`config.mk`:
```
export PLATFORM = sky130hd
export DESIGN_NAME = second_chance_page_replacer
export DESIGN_NICKNAME = d
export VERILOG_FILES = /design/src/hdl/scp_pkg.sv /design/src/hdl/second_chance_page_replacer.sv
export SDC_FILE = /design/constraint.sdc
export NUM_CORES = 1
export LEC_CHECK = 0
export ABC_AREA = 1
export BUFFER_PORTS_ARGS = -buffer_cell sky130_fd_sc_hd__buf_2
export CAP_MARGIN = 20
export CORE_MARGIN = 4
export CORE_UTILIZATION = 40
export CTS_CLUSTER_DIAMETER = 200
export DETAILED_ROUTE_END_ITERATION = 16
export GPL_ROUTABILITY_DRIVEN = 0
export RECOVER_POWER = 50
export SETUP_SLACK_MARGIN = 0.5
export SLEW_MARGIN = 10
export SYNTH_ARGS = -nofsm -noshare
export SYNTH_HDL_FRONTEND = slang
export SYNTH_SLANG_ARGS = --single-unit
```
`constraint.sdc`:
```
create_clock -name i_clk -period 4.2 [get_ports i_clk]
set_input_delay 0.84 -clock i_clk [delete_from_list [all_inputs] [get_ports i_clk]]
set_output_delay 0.84 -clock i_clk [all_outputs]
set_load 0.005 [all_outputs]
```
`src/hdl/scp_pkg.sv`:
```
// shared definitions for the second chance page replacer
// frame count, derived widths, sequencer states and outcome codes; no dependencies
package scp_pkg;

    // number of page frames in the queue
    localparam int FRAMES = 8;
    localparam int IDX_W  = (FRAMES > 1) ? $clog2(FRAMES) : 1;
    localparam int CNT_W  = $clog2(FRAMES + 1);

    // field widths
    localparam int PID_W   = 8;
    localparam int PAGE_W  = 8;
    localparam int KEY_W   = PID_W + PAGE_W;
    localparam int ENTRY_W = KEY_W + 1;
    localparam int OUTC_W  = 2;
    localparam int FIDX_W  = 3;
    localparam int CHNC_W  = 4;
    localparam int IN_W    = 24;
    localparam int OUT_W   = 32;

    // sequencer states
    typedef enum logic [1:0] {
        S_IDLE,
        S_SCAN,
        S_ROTATE
    } t_state;

    // result outcome codes
    typedef enum logic [OUTC_W-1:0] {
        OUTC_HIT   = 2'd0,
        OUTC_FREE  = 2'd1,
        OUTC_EVICT = 2'd2
    } t_outcome;

endpackage

```
`src/hdl/second_chance_page_replacer.sv`:
```
// second chance page replacer: serial lookup over the frame queue, then fill or rotate
// depends on scp_pkg
// one item at a time, set by the single shared key comparator that scans one frame
// per cycle and the queue head that rotates one entry per cycle; the next item is
// accepted in the cycle after the result is registered. reset (sync, active low)
// marks all frames free.
module second_chance_page_replacer (
    input  logic        i_clk,
    input  logic        i_rst_n,
    input  logic        i_s_tvalid,
    output logic        o_s_tready,
    input  logic [23:0] i_s_tdata,   // process_id[7:0], page_number[15:8], ref_bit[16], zero[23:17]
    output logic        o_m_tvalid,
    input  logic        i_m_tready,
    output logic [31:0] o_m_tdata    // outcome[1:0], frame_index[4:2], evicted_process[12:5],
                                     // evicted_page[20:13], second_chances[24:21], zero[31:25]
);

    scp_pkg::t_state r_state, n_state;

    // frame queue: valid bits and entries (key in upper bits, reference bit in bit 0)
    logic [scp_pkg::FRAMES-1:0]  r_occ, n_occ;
    logic [scp_pkg::ENTRY_W-1:0] r_entry [scp_pkg::FRAMES];
    logic [scp_pkg::ENTRY_W-1:0] n_entry [scp_pkg::FRAMES];

    // current request
    logic [scp_pkg::KEY_W-1:0] r_key, n_key;
    logic                      r_bit, n_bit;

    // scan and rotate bookkeeping
    logic [scp_pkg::IDX_W-1:0] r_idx, n_idx;
    logic                      r_free_found, n_free_found;
    logic [scp_pkg::IDX_W-1:0] r_free_idx, n_free_idx;
    logic [scp_pkg::CNT_W-1:0] r_cnt, n_cnt;

    // result register
    logic                      r_out_valid, n_out_valid;
    logic [scp_pkg::OUT_W-1:0] r_out_data, n_out_data;

    logic [scp_pkg::ENTRY_W-1:0] w_cur;
    logic [scp_pkg::ENTRY_W-1:0] w_head;
    logic                        w_match;
    logic                        w_last;
    logic                        w_out_free;
    logic                        w_ffound;
    logic [scp_pkg::IDX_W-1:0]   w_fidx;

    assign o_s_tready = (r_state == scp_pkg::S_IDLE);
    assign o_m_tvalid = r_out_valid;
    assign o_m_tdata  = r_out_data;

    // shared compare unit on the frame under the scan index
    assign w_cur      = r_entry[r_idx];
    assign w_head     = r_entry[0];
    assign w_match    = r_occ[r_idx] && (w_cur[scp_pkg::ENTRY_W-1:1] == r_key);
    assign w_last     = (r_idx == scp_pkg::IDX_W'(scp_pkg::FRAMES - 1));
    assign w_out_free = !r_out_valid || i_m_tready;
    assign w_ffound   = r_free_found || !r_occ[r_idx];
    assign w_fidx     = r_free_found ? r_free_idx : r_idx;

    // pack one result word
    function automatic logic [scp_pkg::OUT_W-1:0] pack_result(
        input scp_pkg::t_outcome           outc,
        input logic [scp_pkg::IDX_W-1:0]   fidx,
        input logic [scp_pkg::PID_W-1:0]   ev_pid,
        input logic [scp_pkg::PAGE_W-1:0]  ev_page,
        input logic [scp_pkg::CNT_W-1:0]   chances
    );
        logic [scp_pkg::IDX_W+scp_pkg::FIDX_W-1:0] fwide;
        logic [scp_pkg::CNT_W+scp_pkg::CHNC_W-1:0] cwide;
        fwide = {{scp_pkg::FIDX_W{1'b0}}, fidx};
        cwide = {{scp_pkg::CHNC_W{1'b0}}, chances};
        pack_result = {7'd0, cwide[scp_pkg::CHNC_W-1:0], ev_page, ev_pid,
                       fwide[scp_pkg::FIDX_W-1:0], outc};
    endfunction

    // state register
    always_ff @(posedge i_clk) begin
        if (!i_rst_n) begin
            r_state <= scp_pkg::S_IDLE;
        end else begin
            r_state <= n_state;
        end
    end

    // control registers
    always_ff @(posedge i_clk) begin
        if (!i_rst_n) begin
            r_occ       <= '0;
            r_out_valid <= 1'b0;
        end else begin
            r_occ       <= n_occ;
            r_out_valid <= n_out_valid;
        end
    end

    // payload registers
    always_ff @(posedge i_clk) begin
        r_entry      <= n_entry;
        r_key        <= n_key;
        r_bit        <= n_bit;
        r_idx        <= n_idx;
        r_free_found <= n_free_found;
        r_free_idx   <= n_free_idx;
        r_cnt        <= n_cnt;
        r_out_data   <= n_out_data;
    end

    // sequencer: next state and datapath control
    always_comb begin
        n_state      = r_state;
        n_occ        = r_occ;
        n_entry      = r_entry;
        n_key        = r_key;
        n_bit        = r_bit;
        n_idx        = r_idx;
        n_free_found = r_free_found;
        n_free_idx   = r_free_idx;
        n_cnt        = r_cnt;
        n_out_valid  = r_out_valid;
        n_out_data   = r_out_data;

        // result transaction drains the output register
        if (r_out_valid && i_m_tready) begin
            n_out_valid = 1'b0;
        end

        case (r_state)
            scp_pkg::S_IDLE: begin
                if (i_s_tvalid) begin
                    n_key        = i_s_tdata[scp_pkg::KEY_W-1:0];
                    n_bit        = i_s_tdata[scp_pkg::KEY_W];
                    n_idx        = '0;
                    n_free_found = 1'b0;
                    n_cnt        = '0;
                    n_state      = scp_pkg::S_SCAN;
                end
            end
            scp_pkg::S_SCAN: begin
                if (w_match) begin
                    // hit: nothing changes in the queue
                    if (w_out_free) begin
                        n_out_valid = 1'b1;
                        n_out_data  = pack_result(scp_pkg::OUTC_HIT, r_idx, '0, '0, '0);
                        n_state     = scp_pkg::S_IDLE;
                    end
                end else if (!w_last) begin
                    n_free_found = w_ffound;
                    n_free_idx   = w_fidx;
                    n_idx        = r_idx + scp_pkg::IDX_W'(1);
                end else if (w_ffound) begin
                    // miss with a free frame: fill the lowest one
                    if (w_out_free) begin
                        n_occ[w_fidx]   = 1'b1;
                        n_entry[w_fidx] = {r_key, r_bit};
                        n_out_valid     = 1'b1;
                        n_out_data      = pack_result(scp_pkg::OUTC_FREE, w_fidx, '0, '0, '0);
                        n_state         = scp_pkg::S_IDLE;
                    end
                end else begin
                    n_state = scp_pkg::S_ROTATE;
                end
            end
            scp_pkg::S_ROTATE: begin
                if (w_head[0]) begin
                    // second chance: clear the bit and move the head to the tail
                    for (int i = 0; i < scp_pkg::FRAMES - 1; i++) begin
                        n_entry[i] = r_entry[i+1];
                    end
                    n_entry[scp_pkg::FRAMES-1] = {w_head[scp_pkg::ENTRY_W-1:1], 1'b0};
                    n_cnt = r_cnt + scp_pkg::CNT_W'(1);
                end else if (w_out_free) begin
                    // evict the head and append the new page at the tail
                    // entry holds page_number above process_id
                    for (int i = 0; i < scp_pkg::FRAMES - 1; i++) begin
                        n_entry[i] = r_entry[i+1];
                    end
                    n_entry[scp_pkg::FRAMES-1] = {r_key, r_bit};
                    n_out_valid = 1'b1;
                    n_out_data  = pack_result(scp_pkg::OUTC_EVICT,
                                              scp_pkg::IDX_W'(scp_pkg::FRAMES - 1),
                                              w_head[scp_pkg::PID_W:1],
                                              w_head[scp_pkg::ENTRY_W-1:scp_pkg::PID_W+1],
                                              r_cnt);
                    n_state     = scp_pkg::S_IDLE;
                end
            end
            default: begin
                n_state = scp_pkg::S_IDLE;
            end
        endcase
    end

endmodule

```
# ---- Word-level counts from Yosys, hierarchy flattened
# Index checks and enable logic that the tools add are counted.
dict set report classes {
  add_sub_neg 2
  shifts 0
  n_div 0
  mux 51
  bitwise_logic 5
  order_cmp 6
  reduce_logical 21
  multipliers 0
  eq_ne 16
}
# op count
set op_table {}
lappend op_table {{$mux W136} 6}
lappend op_table {{$pmux W136 S2} 1}
lappend op_table {{$mux W32} 7}
lappend op_table {{$bwmux W136} 1}
lappend op_table {{$pmux W32 S2} 1}
lappend op_table {{$bmux W17 S3} 1}
lappend op_table {{$demux W17 S3} 1}
lappend op_table {{$mux W17} 3}
lappend op_table {{$ne A2 B2 Y1 const B} 9}
lappend op_table {{$eq A16 B16 Y1} 1}
lappend op_table {{$mux W2} 6}
lappend op_table {{$mux W3} 4}
lappend op_table {{$reduce_and A6 Y1} 2}
lappend op_table {{$mux W1} 11}
lappend op_table {{$reduce_and A5 Y1} 2}
lappend op_table {{$ne A3 B3 Y1 const B} 3}
lappend op_table {{$reduce_and A3 Y1} 3}
lappend op_table {{$ge A4 B4 Y1 const B} 2}
lappend op_table {{$lt A3 B4 Y1 const B} 2}
lappend op_table {{$mux W4} 2}
lappend op_table {{$not A3 Y4} 2}
lappend op_table {{$or A8 B8 Y8} 1}
lappend op_table {{$pmux W4 S2} 1}
lappend op_table {{$pmux W2 S3} 1}
lappend op_table {{other kinds (19)} 28}
dict set report word_totals {
  rom_bits 0
  wordCells 120
  latchBits 0
  out_inout_bits 34
  mem_count 0
  mem_bits_rw 0
  reg_bits 207
}

# ---- Depth between registers and ports, before layout
dict set report logic_depth {
  ltp_word 12
  mapped_depth 19
}

# ---- Worst setup path before layout
# No wires, ideal clock.
dict set report synth_path {
  path_type {register to register}
  from {reg r_idx[0] (netlist bit)}
  to {reg r_out_data, in the netlist o_m_tdata[0], enable pin}
  stages_incl_launch_ff 17
  path_slack_ps 979
  setup_ps 407
  synth_period_minus_slack_ps 3221
  t_arrival_ps 2814
  t_required_ps 3793
  cell_sequence {edfxtp_1 -> buf_4 -> inv_2 -> buf_6 -> buf_6 -> nand2_1 -> nand3_1 -> nand3_1 -> nand3b_1 -> nand2_1 -> inv_1 -> nand3_1 -> nor2_2 -> nand3_4 -> nand3_1 -> nand2_1 -> nor2_1}
}
dict set report synth_via {
  elab_chain_len 8
  elab_cells_between_ends 14
  cone_classes {4 x eq/ne; 5 x mux; 1 x bitwise; 4 x reduce/logical}
}
# element line_no
set synth_lines {}
lappend synth_lines {{start: declaration} second_chance_page_replacer.sv:31} ;# logic [scp_pkg::IDX_W-1:0] r_idx, n_idx;
lappend synth_lines {{start signal: assignment} second_chance_page_replacer.sv:102} ;# r_idx <= n_idx;
lappend synth_lines {{$not A3 Y4 (implied by the code)} second_chance_page_replacer.sv:53} ;# assign w_cur = r_entry[r_idx];
lappend synth_lines {{$bmux W17 S3} second_chance_page_replacer.sv:53}
lappend synth_lines {{$mux W17 (implied by the code) (2 in series)} second_chance_page_replacer.sv:53}
lappend synth_lines {{$eq A16 B16 Y1} second_chance_page_replacer.sv:55} ;# assign w_match = r_occ[r_idx] && (w_cur[scp_pkg::ENTRY_W-1:1] == r_key);
lappend synth_lines {{$logic_and A1 B1 Y1} second_chance_page_replacer.sv:55}
lappend synth_lines {{$ne A3 B3 Y1 (no source line)} --}
lappend synth_lines {{$reduce_and A6 Y1 (no source line) *} --}
lappend synth_lines {{end signal: assignment} second_chance_page_replacer.sv:106} ;# r_out_data <= n_out_data;
lappend synth_lines {{end: declaration} second_chance_page_replacer.sv:38} ;# logic [scp_pkg::OUT_W-1:0] r_out_data, n_out_data;
# Mark *: on every way between the ends. The rest lies on a longest branch, timed or not. The select of a mux whose other input is x is not followed.
# A chain may end at the register's enable or synchronous reset.

# ---- Worst setup path in the final report
dict set report layout_path {
  from {reg r_idx[1] (netlist bit)}
  to {reg r_entry[24] (netlist bit), enable pin}
}
dict set report layout_via {
  elab_chain_len 8
  elab_cells_between_ends 15
  cone_classes {5 x eq/ne; 5 x mux; 1 x bitwise; 4 x reduce/logical}
}
# element line_no
set layout_lines {}
lappend layout_lines {{$not A3 Y4 (implied by the code)} second_chance_page_replacer.sv:53}
lappend layout_lines {{$bmux W17 S3} second_chance_page_replacer.sv:53}
lappend layout_lines {{$mux W17 (implied by the code) (2 in series)} second_chance_page_replacer.sv:53}
lappend layout_lines {{$eq A16 B16 Y1} second_chance_page_replacer.sv:55}
lappend layout_lines {{$logic_and A1 B1 Y1} second_chance_page_replacer.sv:55}
lappend layout_lines {{$ne A2 B2 Y1 (no source line)} --}
lappend layout_lines {{$reduce_and A6 Y1 (no source line) *} --}
lappend layout_lines {{end signal: assignment} second_chance_page_replacer.sv:99} ;# r_entry <= n_entry;
lappend layout_lines {{end: declaration} second_chance_page_replacer.sv:23} ;# logic [scp_pkg::ENTRY_W-1:0] r_entry [scp_pkg::FRAMES];
# Marks and branches as above.

==> results.tsv <==
metric	value	unit
maximum VDD drop	0.2763	mV
failing checks	max-capacitance violations, max-slew violations	
nature of the critical path endpoint	register	
most frequent cells after synthesis	nand2_1 (262), edfxtp_1 (189), inv_1 (173)	
Buffers on Ports	47	
R2R setup slack	0.43	ns
gr ovfl total	0	
Post-synth top flop	edfxtp_1	
Slowest-stage cell, CP	clkbuf_1	
status	complete, but fails checks	
clock root cell	clkbuf_16	
DR vias	8395	
Worst Hold Class	reg -> reg	
switching part of the total	34.26	%
crit-path max cell delay	0.74	ns
Static Leakage	4.670	nW
Synth cell types	39	
Max Freq	0.2654	GHz
critical path launch point type	register	
Tightest Pin Transition	2.534	ns
Cell Area, Synth	0.01031	mm2
crit path kind	reg -> reg	
Most common cell on crit path	nand2_1	
TritonCTS Sinks	200	
WHS	0.4608	ns
Die ar.	0.02842	mm2
Clock Skews	0.01342	ns
Overall Global Routing Usage	20.94	%
CTS tree	done	
Final Power	5.380	mW
Cell Pwr Density	466.1	mW/mm2
critical path's top delay family	compound AO/OA/AOI/OAI gates	
aggregate negative setup slack	0	ns
Post-synth EDFFs	189	
Die Y	168.6	um
RSZ-0062 raised after global routing	yes	
clock slew seen by the registers of the worst setup and hold paths	0.08	ns
Psw	1.844	mW
Final HPWL DP	19310	um
number of global-route vias before repair	8094	
H-Tree Level Count	4	
total CTS buffers	17	
ANT nets after route	0	
Gate power share	25.9	%
Final Util	45.71	%
IO Pins	62	
vias per std cell	5.766	
initial antenna violation count	0	
Filler cells	2403	
Ys Warns	0	
antenna fix cells	0	
Clk network pwr share	29.8	%
top cell type's share of synthesized area	55.03	%
synthesized instance count	1076	
first-pass GRT wire length	46370	um
Cell Int Power	3.537	mW
die width	168.6	um
sequential-to-total area share from yosys stat	57.16	%
reg-to-reg startpoint	r_idx[1]$_SDFFCE_PN0P_	
placed instance count	1424	
worst-path cell chain	clkbuf_1 > o211ai_1 > nand3_1 > nand3_1 > nand2_1 > nor2_1 > nand2_1 > nor2_2 > nand3_4 > nand2_1 > o21ai_1 > o21ai_2 > a21oi_2 > buf_4	
largest area contributor in the netlist	edfxtp_1	
Slew Limit Fails	48	
Post CTS Setup Buffer Count	0	
post-cts hold buffer count	0	
Hold Vio Cnt, Final	0	
Critical Path RT	4.33	ns
Final Setup Violations	0	
critical path peak fanout	14	
Bufs on Longest Clock Path	2	
nets	1148	
r2r worst-path depth	14	
Crit path buffers/inverters	2	
post-route insts no fill	1456	
max cap viols	1	
crit path DAT	3.90	ns
DR WL/cell	20.78	um
capture point of the worst reg-to-reg path	r_entry[24]$_DFFE_PP_	
synthesized flop and latch total	200	
FFs w/ async S/R, synth	0	%
drt drc	0	
aggregate routed wire length	30250	um
Initial Util	40.84	%
WP depth	14	
sequential share of power	44.2	%
Worst-Skew Late Latency	0.44	ns
1st-iter DRT viols	1094	
hold-critical path endpoint	r_occ[2]$_SDFFE_PN0P_	
crit path time final	3.768	ns
FP Rows	58	
layout cell share with drive strength beyond 1	10.83	%
hold path start	r_occ[2]$_SDFFE_PN0P_	
final cycle utilization of the critical path	89.71	%
most common cell in the netlist	nand2_1	
pin count of the biggest net entering global routing	92	
Hold Path Cell Cnt	2	
Max-slew headroom	-68.92	%
Syn-to-layout area delta	11.94	%
Core ar.	0.02525	mm2
DRT Pass-1 Iters	6	
largest cells by area after synthesis	edfxtp_1 (55%), nand2_1 (9.5%), o32ai_1 (8.9%)	
Post-Syn Area per Cell	9.585	um2
==> registers in the layout (all words and copies together) (netlist names) <==
| signal | count |
|---|---|
| r_occ | 8 |
| w_head | 17 |
| r_bit | 1 |
| r_free_found | 1 |
| r_key | 16 |
| r_state | 2 |
| r_idx | 3 |
| r_cnt | 4 |
| r_entry | 119 |
| o_m_tvalid | 1 |
| o_m_tdata | 25 |
| r_free_idx | 3 |
==> power groups by stage <==
| stage | Clock (mW) | Sequential (mW) | Combinational [mW] |
|---|---|---|---|
| finish | 1.60 | 2.38 | 1.39 |
| global route | 1.72 | 2.39 | 1.52 |
| global placement | 0 | 2.42 | 1.37 |
| detailed placement | 0 | 2.42 | 1.38 |
| CTS | 1.62 | 2.38 | 1.38 |
| floorplan | 0 | 2.41 | 0.933 |
==> cell type report <==
class	instances	area, um2	area share [%]
tap	330	412.9	3.576
inverter	186	699.4	6.058
clock inverter	15	136.4	1.181
clock buffer	17	425.4	3.685
timing repair buffer	86	545.5	4.725
multi-input combinational	622	3430	29.71
sequential	200	5896	51.07
==> placed cells by master, fill, tap and decap left out, drive strengths merged <==
master and instances:
a211oi 1, a21oi 25, a41oi 1, buf 64, clkbuf 39, clkinv 11
clkinvlp 4, conb 7, dfxtp 11, edfxtp 189, ha 7, inv 186
nand2 263, nand3 105, nand3b 2, nand4 2, nor2 29, nor3 7
nor3b 1, o211a 1, o211ai 15, o21a 1, o21ai 15, o221ai 8
o22ai 22, o32ai 105, or2 3, xnor2 1, xor2 1
==> per-layer routing <==
layer / part of all wire [%] / global-route usage [%] / vias to the layer above
met2: 47 / 34.17 / 383
li1: - / - / 3843
met1: 44 / 29.48 / 4121
met5: 0 / 0 / -
met4: 1.8 / 4.693 / 0
met3: 7.3 / 3.620 / 48
==> per-stage QoR <==
stage | area, um2 | worst slack (ns)
4_1_cts | 11570 | 0.4378
3_5_place_dp | 11010 | 0.4532
2_1_floorplan | 10340 | 0.9793
6_report | 11540 | 0.4323
3_3_place_gp | 10980 | 0.4031
5_1_grt | 11540 | 0.2712
==> worst max path at each step <==
stage | startpoint | endpoint | slack, ns
after detailed placement | r_idx[0]$_SDFFCE_PN0P_ | r_entry[92]$_DFFE_PP_ | 0.45
after CTS | r_idx[0]$_SDFFCE_PN0P_ | r_entry[67]$_DFFE_PP_ | 0.44
after floorplan | r_idx[0]$_SDFFCE_PN0P_ | o_m_tdata[0]$_SDFFCE_PP0P_ | 0.98
final | r_idx[1]$_SDFFCE_PN0P_ | r_entry[24]$_DFFE_PP_ | 0.43
after global routing | r_state[0]$_SDFFE_PN0P_ | r_entry[11]$_DFFE_PP_ | 0.27
after global placement | r_idx[0]$_SDFFCE_PN0P_ | r_entry[103]$_DFFE_PP_ | 0.40
==> repair_timing <==
item | 4_1_cts | 5_1_grt
pin swaps | 0 | 0
gates resized for setup | 0 | 3
endpoints found under the setup margin | 11 | 44
==> worst reg2reg max path, cell delays in order, from the launching register on <==
cell	delay (ns)
edfxtp_1	0.46
clkbuf_1	0.74
o211ai_1	0.23
nand3_1	0.15
nand3_1	0.09
nand2_1	0.10
nor2_1	0.04
nand2_1	0.14
nor2_2	0.08
nand3_4	0.06
nand2_1	0.07
o21ai_1	0.14
o21ai_2	0.24
a21oi_2	0.55
buf_4	0.37
==> cell families after synthesis <==
| group | Yosys count | synth area share [%] |
|---|---|---|
| adders and majority gates | 7 | 0.8492 |
| and+or+nand+nor | 412 | 16.95 |
| other | 1 | 0.03636 |
| xor gates and xnor gates | 2 | 0.1699 |
| DFF | 200 | 57.16 |
| AOI/OAI and AO/OA | 194 | 14.44 |
| buffers and inverters | 260 | 10.40 |
(Power assumes the default switching activity.)
